===== src/rtl/core/tmq_pkg.sv =====
package tmq_pkg;

	// Operation codes carried on s_tuser.
	localparam logic [1:0] OP_ADD    = 2'd0;
	localparam logic [1:0] OP_CANCEL = 2'd1;
	localparam logic [1:0] OP_TICK   = 2'd2;

	// Result kinds carried on m_tuser.
	localparam logic [2:0] KIND_ADDED     = 3'd0;
	localparam logic [2:0] KIND_FULL      = 3'd1;
	localparam logic [2:0] KIND_CANCELLED = 3'd2;
	localparam logic [2:0] KIND_NOT_FOUND = 3'd3;
	localparam logic [2:0] KIND_EXPIRED   = 3'd4;
	localparam logic [2:0] KIND_TICK_DONE = 3'd5;

	localparam int unsigned SLOT_BITS = 4;
	localparam int unsigned GEN_BITS  = 8;
	localparam int unsigned PER_BITS  = 32;

	typedef enum logic [2:0] {
		ST_IDLE,
		ST_SCAN,
		ST_ADD_WR,
		ST_CANCEL,
		ST_REARM,
		ST_EMIT_RD,
		ST_EMIT_LD,
		ST_FINAL
	} state_t;

	// Control for the minimum-search unit, one table entry per sample.
	typedef struct packed {
		logic clear;
		logic sample;
		logic cand_valid;
		logic cand_due;
	} scan_ctl_t;

endpackage


===== src/rtl/core/tmq_ram.sv =====
module tmq_ram #(
	parameter int WIDTH = 48,
	parameter int DEPTH = 16
) (
	input  logic                     clk,
	input  logic                     we,
	input  logic [$clog2(DEPTH)-1:0] waddr,
	input  logic [WIDTH-1:0]         wdata,
	input  logic [$clog2(DEPTH)-1:0] raddr,
	output logic [WIDTH-1:0]         rdata
);

	logic [WIDTH-1:0] mem_q [DEPTH];

	always_ff @(posedge clk) begin
		if (we) begin
			mem_q[waddr] <= wdata;
		end
		rdata <= mem_q[raddr];
	end

endmodule


===== src/rtl/core/tmq_scan.sv =====
// Running minimum over one pass of the table: the earliest pending expiry and
// the earliest due entry, ties going to the entry seen first (the lower slot).
module tmq_scan #(
	parameter int IDXW      = 4,
	parameter int TIME_BITS = 48
) (
	input  logic                  clk,
	input  logic                  arst_n,
	input  tmq_pkg::scan_ctl_t    ctl,
	input  logic [IDXW-1:0]       idx,
	input  logic [TIME_BITS-1:0]  value,
	output logic                  best_any,
	output logic [TIME_BITS-1:0]  best,
	output logic                  pick_any,
	output logic [IDXW-1:0]       pick
);

	logic [TIME_BITS-1:0] pick_exp_q;
	logic                 best_any_q;
	logic                 pick_any_q;
	logic [TIME_BITS-1:0] best_q;
	logic [IDXW-1:0]      pick_q;

	always_ff @(posedge clk or negedge arst_n) begin
		if (!arst_n) begin
			best_any_q <= 1'b0;
			pick_any_q <= 1'b0;
		end else if (ctl.clear) begin
			best_any_q <= 1'b0;
			pick_any_q <= 1'b0;
		end else if (ctl.sample) begin
			if (ctl.cand_valid && (!best_any_q || value < best_q)) begin
				best_any_q <= 1'b1;
			end
			if (ctl.cand_due && (!pick_any_q || value < pick_exp_q)) begin
				pick_any_q <= 1'b1;
			end
		end
	end

	always_ff @(posedge clk) begin
		if (!ctl.clear && ctl.sample) begin
			if (ctl.cand_valid && (!best_any_q || value < best_q)) begin
				best_q <= value;
			end
			if (ctl.cand_due && (!pick_any_q || value < pick_exp_q)) begin
				pick_exp_q <= value;
				pick_q     <= idx;
			end
		end
	end

	assign best_any = best_any_q;
	assign best     = best_q;
	assign pick_any = pick_any_q;
	assign pick     = pick_q;

endmodule


===== src/rtl/core/timer_expiry_queue_core.sv =====
// Timer table with add, cancel and tick. Each accepted word is handled on its
// own: the block reads the expiry memory one slot a cycle to make a pass over
// the table. An add or a cancel costs one pass and returns one word. A tick
// costs one pass for each timer that expires plus one closing pass, and each
// expired timer adds a rearm step and a read and load step for its output, so
// a tick that expires k timers returns k + 1 words, the last one marked by
// tlast. Every result word carries the earliest pending expiry as it stands
// after the whole operation, which is why a tick records its expired slots in
// a small list and plays them out only after its final pass. The output
// register lets the next word be accepted while the last result still waits
// on m_tready.
module timer_expiry_queue_core #(
	parameter int NUM_TIMERS = 16,
	parameter int TIME_BITS  = 48,
	localparam int IN_BITS   = 2 * TIME_BITS + 32 + 4 + 8,
	localparam int IN_W      = ((IN_BITS + 7) / 8) * 8,
	localparam int OUT_BITS  = TIME_BITS + 14,
	localparam int OUT_W     = ((OUT_BITS + 7) / 8) * 8
) (
	input  logic             clk,
	input  logic             arst_n,
	input  logic             s_tvalid,
	output logic             s_tready,
	// Fields from bit 0 up: expire_time, period, slot, generation, now_time.
	input  logic [IN_W-1:0]  s_tdata,
	// Fields from bit 0 up: op.
	input  logic [1:0]       s_tuser,
	output logic             m_tvalid,
	input  logic             m_tready,
	// Fields from bit 0 up: timer_slot, timer_generation, earliest_changed,
	// next_valid, next_expiry.
	output logic [OUT_W-1:0] m_tdata,
	// Fields from bit 0 up: kind.
	output logic [2:0]       m_tuser,
	output logic             m_tlast
);

	localparam int IDXW = $clog2(NUM_TIMERS);
	localparam int SB   = tmq_pkg::SLOT_BITS;
	localparam int GB   = tmq_pkg::GEN_BITS;
	localparam int PB   = tmq_pkg::PER_BITS;

	// Captured input word.
	logic [1:0]           op_q;
	logic [TIME_BITS-1:0] exp_in_q;
	logic [PB-1:0]        per_in_q;
	logic [SB-1:0]        slot_in_q;
	logic [GB-1:0]        gen_in_q;
	logic [TIME_BITS-1:0] now_q;

	// Per-slot state kept in flops: valid bits, tags and the due set of a tick.
	logic [NUM_TIMERS-1:0] valid_q;
	logic [GB-1:0]         gen_q [NUM_TIMERS];
	logic [NUM_TIMERS-1:0] due_q;

	tmq_pkg::state_t state_q, state_d;

	// Scan sequencing.
	logic [IDXW:0]   cnt_q;
	logic            rd_vld_s1;
	logic [IDXW-1:0] idx_s1;
	logic            first_q;
	logic            issue;
	logic            scan_done;
	logic            scan_start;

	// Expired-slot list of a tick.
	logic [IDXW:0]   fill_q;
	logic [IDXW:0]   emit_q;

	// Pending single result and the post-operation earliest expiry.
	logic [2:0]           res_kind_q;
	logic [SB-1:0]        res_slot_q;
	logic [GB-1:0]        res_gen_q;
	logic                 res_ec_q;
	logic                 nv_q;
	logic [TIME_BITS-1:0] ne_q;

	// Output register.
	logic                 m_tvalid_q;
	logic [2:0]           o_kind_q;
	logic [SB-1:0]        o_slot_q;
	logic [GB-1:0]        o_gen_q;
	logic                 o_ec_q;
	logic                 o_nv_q;
	logic [TIME_BITS-1:0] o_ne_q;
	logic                 o_last_q;
	logic                 out_free;

	// Memories.
	logic                 exp_we;
	logic [IDXW-1:0]      exp_waddr;
	logic [TIME_BITS-1:0] exp_wdata;
	logic [TIME_BITS-1:0] exp_rdata;
	logic                 per_we;
	logic [PB-1:0]        per_rdata;
	logic                 list_we;
	logic [IDXW-1:0]      list_rdata;

	// Scan unit.
	tmq_pkg::scan_ctl_t   scan_ctl;
	logic                 best_any;
	logic [TIME_BITS-1:0] best;
	logic                 pick_any;
	logic [IDXW-1:0]      pick;

	// Misc combinational.
	logic                 accept;
	logic                 free_any;
	logic [IDXW-1:0]      free_idx;
	logic                 due_now;
	logic                 cancel_hit;
	logic [IDXW-1:0]      cancel_idx;
	logic [TIME_BITS:0]   rearm_sum;
	logic [TIME_BITS-1:0] rearm_exp;
	logic                 add_ec;

	assign accept     = s_tvalid && s_tready;
	assign s_tready   = (state_q == tmq_pkg::ST_IDLE);
	assign out_free   = !m_tvalid_q || m_tready;
	assign issue      = (cnt_q < (IDXW+1)'(NUM_TIMERS));
	assign scan_done  = (state_q == tmq_pkg::ST_SCAN) && !issue && !rd_vld_s1;
	assign scan_start = (state_d == tmq_pkg::ST_SCAN) && (state_q != tmq_pkg::ST_SCAN);

	// Lowest free slot.
	always_comb begin
		free_any = 1'b0;
		free_idx = '0;
		for (int i = NUM_TIMERS - 1; i >= 0; i--) begin
			if (!valid_q[i]) begin
				free_any = 1'b1;
				free_idx = IDXW'(i);
			end
		end
	end

	assign add_ec     = !best_any || (exp_in_q < best);
	assign cancel_idx = IDXW'(slot_in_q);
	assign cancel_hit = (32'(slot_in_q) < 32'(NUM_TIMERS)) && valid_q[cancel_idx] &&
	                    (gen_q[cancel_idx] == gen_in_q);
	assign due_now    = valid_q[idx_s1] && (exp_rdata <= now_q);

	// A rearm saturates at the largest time value.
	assign rearm_sum  = {1'b0, now_q} + (TIME_BITS+1)'(per_rdata);
	assign rearm_exp  = rearm_sum[TIME_BITS] ? {TIME_BITS{1'b1}} : rearm_sum[TIME_BITS-1:0];

	// Scan unit control: only tick passes look for due entries.
	always_comb begin
		scan_ctl.clear      = scan_start;
		scan_ctl.sample     = rd_vld_s1;
		scan_ctl.cand_valid = valid_q[idx_s1];
		scan_ctl.cand_due   = (op_q == tmq_pkg::OP_TICK) &&
		                      (first_q ? due_now : due_q[idx_s1]);
	end

	// Next state.
	always_comb begin
		state_d = state_q;
		unique case (state_q)
			tmq_pkg::ST_IDLE: begin
				if (accept) begin
					unique case (s_tuser)
						tmq_pkg::OP_ADD, tmq_pkg::OP_TICK: state_d = tmq_pkg::ST_SCAN;
						tmq_pkg::OP_CANCEL:                state_d = tmq_pkg::ST_CANCEL;
						default:                           state_d = tmq_pkg::ST_IDLE;
					endcase
				end
			end
			tmq_pkg::ST_SCAN: begin
				if (scan_done) begin
					if (op_q == tmq_pkg::OP_ADD) begin
						state_d = tmq_pkg::ST_ADD_WR;
					end else if (op_q == tmq_pkg::OP_CANCEL) begin
						state_d = tmq_pkg::ST_FINAL;
					end else if (pick_any) begin
						state_d = tmq_pkg::ST_REARM;
					end else begin
						state_d = tmq_pkg::ST_EMIT_RD;
					end
				end
			end
			tmq_pkg::ST_ADD_WR:  state_d = tmq_pkg::ST_FINAL;
			tmq_pkg::ST_CANCEL:  state_d = tmq_pkg::ST_SCAN;
			tmq_pkg::ST_REARM:   state_d = tmq_pkg::ST_SCAN;
			tmq_pkg::ST_EMIT_RD: begin
				state_d = (emit_q == fill_q) ? tmq_pkg::ST_FINAL : tmq_pkg::ST_EMIT_LD;
			end
			tmq_pkg::ST_EMIT_LD: begin
				if (out_free) begin
					state_d = tmq_pkg::ST_EMIT_RD;
				end
			end
			tmq_pkg::ST_FINAL: begin
				if (out_free) begin
					state_d = tmq_pkg::ST_IDLE;
				end
			end
			default: state_d = tmq_pkg::ST_IDLE;
		endcase
	end

	// Memory controls.
	always_comb begin
		exp_we    = 1'b0;
		exp_waddr = pick;
		exp_wdata = rearm_exp;
		per_we    = 1'b0;
		list_we   = 1'b0;
		unique case (state_q)
			tmq_pkg::ST_ADD_WR: begin
				exp_we    = free_any;
				exp_waddr = free_idx;
				exp_wdata = exp_in_q;
				per_we    = free_any;
			end
			tmq_pkg::ST_REARM: begin
				exp_we = (per_rdata != '0);
			end
			tmq_pkg::ST_SCAN: begin
				list_we = scan_done && (op_q == tmq_pkg::OP_TICK) && pick_any;
			end
			default: begin
			end
		endcase
	end

	always_ff @(posedge clk or negedge arst_n) begin
		if (!arst_n) begin
			state_q    <= tmq_pkg::ST_IDLE;
			valid_q    <= '0;
			due_q      <= '0;
			cnt_q      <= '0;
			rd_vld_s1  <= 1'b0;
			first_q    <= 1'b0;
			fill_q     <= '0;
			emit_q     <= '0;
			m_tvalid_q <= 1'b0;
			for (int i = 0; i < NUM_TIMERS; i++) begin
				gen_q[i] <= '0;
			end
		end else begin
			state_q <= state_d;

			if (scan_start) begin
				cnt_q <= '0;
			end else if (state_q == tmq_pkg::ST_SCAN && issue) begin
				cnt_q <= cnt_q + 1'b1;
			end
			rd_vld_s1 <= (state_q == tmq_pkg::ST_SCAN) && issue;

			if (accept) begin
				first_q <= 1'b1;
				fill_q  <= '0;
				emit_q  <= '0;
			end

			if (rd_vld_s1 && first_q && op_q == tmq_pkg::OP_TICK) begin
				due_q[idx_s1] <= due_now;
			end

			if (list_we) begin
				due_q[pick] <= 1'b0;
				fill_q      <= fill_q + 1'b1;
				first_q     <= 1'b0;
			end

			if (state_q == tmq_pkg::ST_ADD_WR && free_any) begin
				valid_q[free_idx] <= 1'b1;
				gen_q[free_idx]   <= gen_q[free_idx] + 1'b1;
			end
			if (state_q == tmq_pkg::ST_CANCEL && cancel_hit) begin
				valid_q[cancel_idx] <= 1'b0;
			end
			if (state_q == tmq_pkg::ST_REARM && per_rdata == '0) begin
				valid_q[pick] <= 1'b0;
			end

			if (state_q == tmq_pkg::ST_EMIT_LD && out_free) begin
				emit_q <= emit_q + 1'b1;
			end

			if ((state_q == tmq_pkg::ST_EMIT_LD || state_q == tmq_pkg::ST_FINAL) &&
			    out_free) begin
				m_tvalid_q <= 1'b1;
			end else if (m_tready) begin
				m_tvalid_q <= 1'b0;
			end
		end
	end

	// Payload registers.
	always_ff @(posedge clk) begin
		idx_s1 <= cnt_q[IDXW-1:0];

		if (accept) begin
			op_q      <= s_tuser;
			exp_in_q  <= s_tdata[TIME_BITS-1:0];
			per_in_q  <= s_tdata[TIME_BITS +: PB];
			slot_in_q <= s_tdata[TIME_BITS+PB +: SB];
			gen_in_q  <= s_tdata[TIME_BITS+PB+SB +: GB];
			now_q     <= s_tdata[TIME_BITS+PB+SB+GB +: TIME_BITS];
		end

		// The final pass of a cancel or tick gives the earliest expiry.
		if (scan_done && !(op_q == tmq_pkg::OP_TICK && pick_any) &&
		    op_q != tmq_pkg::OP_ADD) begin
			nv_q <= best_any;
			ne_q <= best_any ? best : '0;
			if (op_q == tmq_pkg::OP_TICK) begin
				res_kind_q <= tmq_pkg::KIND_TICK_DONE;
				res_slot_q <= '0;
				res_gen_q  <= '0;
				res_ec_q   <= 1'b0;
			end
		end

		if (state_q == tmq_pkg::ST_CANCEL) begin
			res_kind_q <= cancel_hit ? tmq_pkg::KIND_CANCELLED : tmq_pkg::KIND_NOT_FOUND;
			res_slot_q <= slot_in_q;
			res_gen_q  <= gen_in_q;
			res_ec_q   <= 1'b0;
		end

		if (state_q == tmq_pkg::ST_ADD_WR) begin
			if (free_any) begin
				res_kind_q <= tmq_pkg::KIND_ADDED;
				res_slot_q <= SB'(free_idx);
				res_gen_q  <= gen_q[free_idx] + 1'b1;
				res_ec_q   <= add_ec;
				nv_q       <= 1'b1;
				ne_q       <= add_ec ? exp_in_q : best;
			end else begin
				res_kind_q <= tmq_pkg::KIND_FULL;
				res_slot_q <= '0;
				res_gen_q  <= '0;
				res_ec_q   <= 1'b0;
				nv_q       <= best_any;
				ne_q       <= best_any ? best : '0;
			end
		end

		if (state_q == tmq_pkg::ST_EMIT_LD && out_free) begin
			o_kind_q <= tmq_pkg::KIND_EXPIRED;
			o_slot_q <= SB'(list_rdata);
			o_gen_q  <= gen_q[list_rdata];
			o_ec_q   <= 1'b0;
			o_nv_q   <= nv_q;
			o_ne_q   <= ne_q;
			o_last_q <= 1'b0;
		end else if (state_q == tmq_pkg::ST_FINAL && out_free) begin
			o_kind_q <= res_kind_q;
			o_slot_q <= res_slot_q;
			o_gen_q  <= res_gen_q;
			o_ec_q   <= res_ec_q;
			o_nv_q   <= nv_q;
			o_ne_q   <= ne_q;
			o_last_q <= 1'b1;
		end
	end

	tmq_ram #(.WIDTH(TIME_BITS), .DEPTH(NUM_TIMERS)) u_exp_ram (
		.clk   (clk),
		.we    (exp_we),
		.waddr (exp_waddr),
		.wdata (exp_wdata),
		.raddr (cnt_q[IDXW-1:0]),
		.rdata (exp_rdata)
	);

	tmq_ram #(.WIDTH(PB), .DEPTH(NUM_TIMERS)) u_per_ram (
		.clk   (clk),
		.we    (per_we),
		.waddr (free_idx),
		.wdata (per_in_q),
		.raddr (pick),
		.rdata (per_rdata)
	);

	tmq_ram #(.WIDTH(IDXW), .DEPTH(NUM_TIMERS)) u_list_ram (
		.clk   (clk),
		.we    (list_we),
		.waddr (fill_q[IDXW-1:0]),
		.wdata (pick),
		.raddr (emit_q[IDXW-1:0]),
		.rdata (list_rdata)
	);

	tmq_scan #(.IDXW(IDXW), .TIME_BITS(TIME_BITS)) u_scan (
		.clk      (clk),
		.arst_n   (arst_n),
		.ctl      (scan_ctl),
		.idx      (idx_s1),
		.value    (exp_rdata),
		.best_any (best_any),
		.best     (best),
		.pick_any (pick_any),
		.pick     (pick)
	);

	assign m_tvalid = m_tvalid_q;
	assign m_tuser  = o_kind_q;
	assign m_tlast  = o_last_q;
	assign m_tdata  = OUT_W'({o_ne_q, o_nv_q, o_ec_q, o_gen_q, o_slot_q});

endmodule


===== config.mk =====
export PLATFORM = sky130hd
export DESIGN_NAME = timer_expiry_queue_core
export DESIGN_NICKNAME = d
export VERILOG_FILES = /design/src/rtl/core/tmq_pkg.sv /design/src/rtl/core/tmq_ram.sv /design/src/rtl/core/tmq_scan.sv /design/src/rtl/core/timer_expiry_queue_core.sv
export SDC_FILE = /design/constraint.sdc
export NUM_CORES = 2
export LEC_CHECK = 0
export ABC_AREA = 1
export BUFFER_PORTS_ARGS = -buffer_cell sky130_fd_sc_hd__buf_4
export CORE_MARGIN = 4
export CORE_UTILIZATION = 40
export DETAILED_ROUTE_END_ITERATION = 8
export PLACE_DENSITY = 0.66
export SLEW_MARGIN = 15
export SYNTH_ARGS = -nofsm -noshare
export SYNTH_HDL_FRONTEND = slang
export SYNTH_SLANG_ARGS = --single-unit

===== constraint.sdc =====
create_clock -name clk -period 13.83 [get_ports clk]
set_input_delay 2.766 -clock clk [delete_from_list [all_inputs] [get_ports clk]]
set_output_delay 2.766 -clock clk [all_outputs]
set_load 0.1 [all_outputs]

# == After elaboration in Yosys (flattened, before gate mapping) ==
# Memory sizes are Yosys's and may differ from the RTL's. A register that Yosys moved wholly into a read port is not among the register bits.
# Index checks and enable logic that the tools add are counted.
# word_totals
ff_bits,560
mem_bits_rw,1344
input_bits,150
output_inout_bits,70
wordCells,303
memories,3
# classes
n_addsub,5
magnitude_cmp,17
eq_ne,15
n_mux,139
bitwise_logic,9
reduce_logical,65
# memory_table
memory,depth,word_bits,rd,rd_clocked_by_memory_dff,write_ports,line_no,rtl
u_exp_ram.mem_q,16,48,1,1,1,tmq_ram.sv:13,logic [WIDTH-1:0] mem_q [DEPTH];
u_per_ram.mem_q,16,32,1,1,1,tmq_ram.sv:13,
u_list_ram.mem_q,16,4,1,1,1,tmq_ram.sv:13,
# ops
cell,count
2-to-1 mux 48 bit,9
< comparator 48 bit,3
bitwise mux 128 bit,1
2-to-1 mux 8 bit,14
binary-select mux 8 bit (select 4 bit),3
2-to-1 mux 4 bit,24
2-to-1 mux 16 bit,5
2-to-1 mux 1 bit,56
adder 48 x 32 -> 49 bit,1
bitwise AND 16 bit,3
<= comparator 48 bit,1
demux 8 bit (select 4 bit),1
logical NOT 32 bit,1
NOT 16 bit,2
nonzero test 32 bit,1
logical AND 1 bit,29
2-to-1 mux 3 bit,9
2-to-1 mux 5 bit,5
case mux 3 bit (7 select lines),1
< comparator 4 x 5 -> 1 bit (second input constant),4
nonzero test 2 bit,10
bitwise mux 16 bit,1
demux 1 bit (select 4 bit),4
greater-or-equal comparator 4 x 1 -> 1 bit (second input constant),4
other kinds (26),58

# == Logic depth before layout (Yosys ltp) ==
# logic_depth
depth_word,26
depth_mapped,32
ltp_nobuf,29

# == Modules after synthesis ==
# A second synthesis with hierarchy kept.
# hier_totals
hier_cells,9146
hier_area_um2,91577.8
# modules_own_cells
mod,n_inst,cells_per_inst,area_each_um2,seq_area_each_um2
tmq_ram at u_exp_ram,1,3165,33931.3,24023.0
timer_expiry_queue_core,1,3037,26265.2,12757.2
tmq_ram at u_per_ram,1,2120,22730.6,16015.4
tmq_scan,1,534,5684.2,3052.9
tmq_ram at u_list_ram,1,290,2966.6,2001.9

# == Worst setup path after synthesis ==
# OpenSTA, ideal clock, no wires.
# synth_path
kind,input to register
from,in s_tvalid
to,"reg u_scan.pick_q[0], in the netlist u_scan.pick[0] (enable)"
setup_ns,0.479
t_arrival_ns,9.070
required_ns,13.351
slack_ns,4.281
path_stages,8
path_buffers,0
path_cell_list,nand2_1 -> inv_1 -> nand2_1 -> o221ai_1 -> nor3_1 -> nand2_1 -> nand4_1 -> a21oi_1
# synth_via
elab_chain_cells,8
# synth_lines
element,line_no,rtl
start: declaration,timer_expiry_queue_core.sv:22,"input logic s_tvalid,"
logical AND 1 bit,timer_expiry_queue_core.sv:118,assign accept = s_tvalid && s_tready;
net accept,timer_expiry_queue_core.sv:108,logic accept;
2-to-1 mux 3 bit,timer_expiry_queue_core.sv:161,if (accept) begin
case mux 3 bit (7 select lines),timer_expiry_queue_core.sv:159,unique case (state_q)
net state_d[1],timer_expiry_queue_core.sv:56,"tmq_pkg::state_t state_q, state_d;"
== test 3 x 1 -> 1 bit,timer_expiry_queue_core.sv:123,assign scan_start = (state_d == tmq_pkg::ST_SCAN) && (state_q != tmq_pkg::ST_SCAN);
logical AND 1 bit,timer_expiry_queue_core.sv:123,
logical NOT 1 bit,tmq_scan.sv:42,if (!ctl.clear && ctl.sample) begin
logical AND 1 bit,tmq_scan.sv:42,
AND reduction 2 bit (no source line),-,
end signal: assignment,tmq_scan.sv:48,pick_q <= idx;
end: declaration,tmq_scan.sv:22,logic [IDXW-1:0] pick_q;
# The timed path passes the listed nets, and every way through them passes these cells.
# A chain may end at the register's enable or synchronous reset.

# == Worst setup path in the final report ==
# layout_path
from,reg valid_q[15]
to,reg res_gen_q[4] (data pin)
# layout_via
elab_chain_cells,23
word_cells_on_any_way,39
classes_between,add/sub: 1; mux: 37; bitwise: 1
# layout_lines
element,line_no,rtl
start: declaration,timer_expiry_queue_core.sv:52,logic [NUM_TIMERS-1:0] valid_q;
start signal: assignment,timer_expiry_queue_core.sv:230,valid_q <= '0;
start signal: indexed assignment,timer_expiry_queue_core.sv:268,valid_q[free_idx] <= 1'b1;
start signal: indexed assignment,timer_expiry_queue_core.sv:272,valid_q[cancel_idx] <= 1'b0;
2-to-1 mux 4 bit (16 in series),timer_expiry_queue_core.sv:130,if (!valid_q[i]) begin
NOT 4 -> 5 bit (implied by the code),timer_expiry_queue_core.sv:328,res_gen_q <= gen_q[free_idx] + 1'b1;
binary-select mux 8 bit (select 4 bit),timer_expiry_queue_core.sv:328,
2-to-1 mux 8 bit (implied by the code) (2 in series),timer_expiry_queue_core.sv:328,
adder 8 x 1 -> 8 bit,timer_expiry_queue_core.sv:328,
2-to-1 mux 8 bit (*),timer_expiry_queue_core.sv:325,if (free_any) begin
2-to-1 mux 8 bit (*),timer_expiry_queue_core.sv:324,if (state_q == tmq_pkg::ST_ADD_WR) begin
end signal: assignment,timer_expiry_queue_core.sv:320,res_gen_q <= gen_in_q;
end signal: assignment,timer_expiry_queue_core.sv:328,
end: declaration,timer_expiry_queue_core.sv:74,logic [GB-1:0] res_gen_q;
# Mark *: on every way between the ends. The rest lies on a longest branch, timed or not. The select of a mux whose other input is x is not followed.

==> results.json <==
{
  "synth-seq-area-share_pct": 68.9,
  "wl_per_cell_um": 25.2,
  "holdPathEnd": "o_ne_q[1]$_DFFE_PP_",
  "status": "finished with violations",
  "path_class": "reg2reg",
  "combPwrFrac_pct": 26.6,
  "crit_path_max_incr_delay_ns": 0.72,
  "synth_top_area_share_pct": 61.2,
  "period_needed_ns": 5.76,
  "synth_area_per_cell_um2": 12.7,
  "drcViolationCount": 1,
  "max_cap_violations": 0,
  "tns_ns": 0,
  "final_cell_mix": "1,712 x edfxtp_1, 639 x nand2_1, 517 x nor2_1, 478 x inv_1, 446 x o21ai_0",
  "min_path_type": "reg2reg",
  "async_reset_ff_share_pct": 9.21,
  "r2r_start": "valid_q[15]$_DFF_PN0_",
  "skew_ns": 0.0439,
  "yosys_warnings": 0,
  "dieWidth_um": 466,
  "worstHoldStart": "ne_q[1]$_DFFE_PP_",
  "fp.coreArea_mm2": 0.208,
  "syn_area_mm2": 0.0840,
  "via_count": 56500,
  "slew_headroom_pct": 16.8,
  "sw_frac_of_total_pct": 34.7,
  "hold_buffers": 0,
  "diodes": 0,
  "grtUsageTotal_pct": 21.8,
  "port_buffers": 213,
  "clk_latency_ns": 0.85,
  "vias_per_cell": 5.81,
  "cts_tree": "built",
  "p_clk_share_pct": 29.0,
  "cts_setup_buffers": 0,
  "setup_viol": 0,
  "hold_violations": 0,
  "synthFlopType": "edfxtp_1",
  "clk_root_buffer_cell": "clkbuf_16",
  "grt_pass1_wl_um": 356000,
  "numCtsBuffers": 188,
  "drive_gt1_share_pct": 10.4,
  "synth_cells": 6610,
  "leakage_nw": 33.7,
  "dpl-instance-area_mm2": 0.0887,
  "final_common_cell": "edfxtp_1",
  "startpoint_type": "register",
  "yosys.cell_types.count": 65,
  "max_freq_mhz": 174,
  "postRouteAntennaNets": 0,
  "worst_pin_slew_ns": 1.25,
  "dieArea_mm2": 0.217,
  "reg2reg_depth": 29,
  "hold_path_depth": 0,
  "final_nets": 7154,
  "whs_ns": 0.415,
  "antenna_found_initial": 4,
  "r2r_end": "res_gen_q[4]$_DFFE_PP_",
  "ys_ff_latch": 1988,
  "p_sw_mw": 6.17,
  "io_pins": 220,
  "post-route-period-util_pct": 41.6,
  "clk_path_buf_depth": 3,
  "cp.required_ns": 14.53,
  "die_h_um": 466,
  "drtPass1Iterations": 8,
  "r2r_slack_ns": 8.07,
  "syn_to_final_growth_pct": 13.2,
  "cts_max_level": 4,
  "final_area_mm2": 0.0950,
  "clk_pin_slew_ns": 0.07,
  "gp_congestion": 0.946,
  "crit_top_cell": "nand2_1",
  "grt_overflow": 0,
  "drt_iter0_drc": 6621,
  "grt_pass1_vias": 54600,
  "grt_max_degree": 179,
  "slowest_stage": "o21ai_2",
  "power_density_mw_per_mm2": 187,
  "dp_hpwl_um": 148000,
  "post_cts_resized": 0,
  "rsz0062_at_grt": "false",
  "synth-edff-count": 1712,
  "synthTopCellsByArea": "edfxtp_1 61%, dfrtp_1 5.5%, ha_1 3.4%",
  "crit_arrival_ns": 6.45,
  "p_int_mw": 11.6,
  "wirelength_um": 245000,
  "seq_power_share_pct": 44.4,
  "slew_violations": 0,
  "start_util_pct": 40.4,
  "crit_fanout": 34,
  "end_kind": "register",
  "vdd_drop_max_uv": 143,
  "num_rows": 167,
  "failed_checks": "design-rule violations",
  "synth_top_cell_by_area": "edfxtp_1",
  "cts_sinks": 1988
}
-- cells in the mapped netlist (7+ instances only) --
master and n:
a22oi_1 332, nand3_1 297, o32ai_1 48, xor2_1 28, o31ai_1 8, o211ai_1 56, nand4_1 91, inv_2 9
ha_1 228, a21oi_1 338, nand2_1 642, a31oi_1 26, clkbuf_1 279, buf_4 9, buf_6 14, xnor2_1 21
buf_1 26, nor4_1 14, or4_1 32, nand3b_1 13, edfxtp_1 1712, o21ai_0 448, mux2i_1 155, buf_2 24
o221ai_1 212, nand2_2 7, dfxtp_1 93, inv_1 484, o22ai_1 57, nor2_1 554, a221oi_1 19, nor3_1 52
dfrtp_1 183, o21a_1 10, o21ai_1 11, a211oi_1 9
-- cell families (layout without fill, tap and decap cells) --
family	count (synthesis)	count (layout)	share of synthesized area, %
xor gates and xnor gates	49	49	0.511
other	1	2	0.00446
adders and majority gates	229	229	3.42
and+or+nand+nor	1733	1733	9.02
muxes	155	155	1.85
buffers and inverters	849	1177	4.00
AOI/OAI and AO/OA	1606	1606	12.3
DFF	1988	1988	68.9
-- final cells by class --
class / count / area, um2
well taps: 2788 / 3490
inverters: 496 / 1870
flip-flops and latches: 1988 / 57900
clock inverters: 97 / 1070
multi-input cells: 3774 / 23100
clock buffers: 257 / 5120
repair buffers: 327 / 2480
fillers: 18300 / 113000
-- per-layer routing --
layer / GRT usage (%) / part of all wire, % / vias up
met4: 12.5 / 6.3 / 0
met1: 27.7 / 38 / 28000
met3: 3.38 / 7.6 / 668
li1: - / - / 25100
met5: 0 / 0 / -
met2: 35.6 / 48 / 2812
-- worst max-delay path: cells and delay by family, from the launching register on --
family          cells  cell delay [ns]
fa+ha+maj           1             0.30
simple gates       23             3.31
flops               1             0.38
buf+inv             4             0.80
compound gates      1             0.72
-- flip-flops by register name, indices dropped and copies added, names as in the netlist, 64 cells and up --
name / count
u_exp_ram.mem_q: 768
u_list_ram.mem_q: 64
gen_q: 128
u_per_ram.mem_q: 512
-- power by group through the flow --
stage          clock (mW)  combinational (mW)  sequential (mW)
2_1_floorplan           0                3.18             7.75
6_report             5.16                4.73             7.90
5_1_grt              5.48                5.16             7.93
4_1_cts              5.23                4.63             7.89
3_3_place_gp            0                4.48             8.00
3_5_place_dp            0                4.60             8.01
-- how the worst max path moves through the flow --
stage | from | to | slack (ns)
after floorplan | s_tvalid | u_scan.pick[0]$_DFFE_PP_ | 4.28
after global placement | s_tvalid | u_scan.pick_exp_q[4]$_DFFE_PP_ | 7.85
after detailed placement | s_tvalid | u_scan.pick_exp_q[4]$_DFFE_PP_ | 7.83
after CTS | valid_q[15]$_DFF_PN0_ | res_gen_q[4]$_DFFE_PP_ | 8.29
after global routing | valid_q[15]$_DFF_PN0_ | gen_q[60]$_DFFE_PN0P_ | 7.86
final | valid_q[15]$_DFF_PN0_ | res_gen_q[4]$_DFFE_PP_ | 8.07
-- through the flow --
stage          instances  util [%]  setup slack [ns]  total power, mW
6_report            9727      45.7              8.07             17.8
5_1_grt             9727      45.7              7.86             18.6
4_1_cts             9711      45.6              8.29             17.7
3_5_place_dp        9357      42.7              7.83             12.6
3_3_place_gp        9355      42.7              7.85             12.5
2_1_floorplan       6611         -              4.28             10.9
Power figures use the tool's default switching activity.
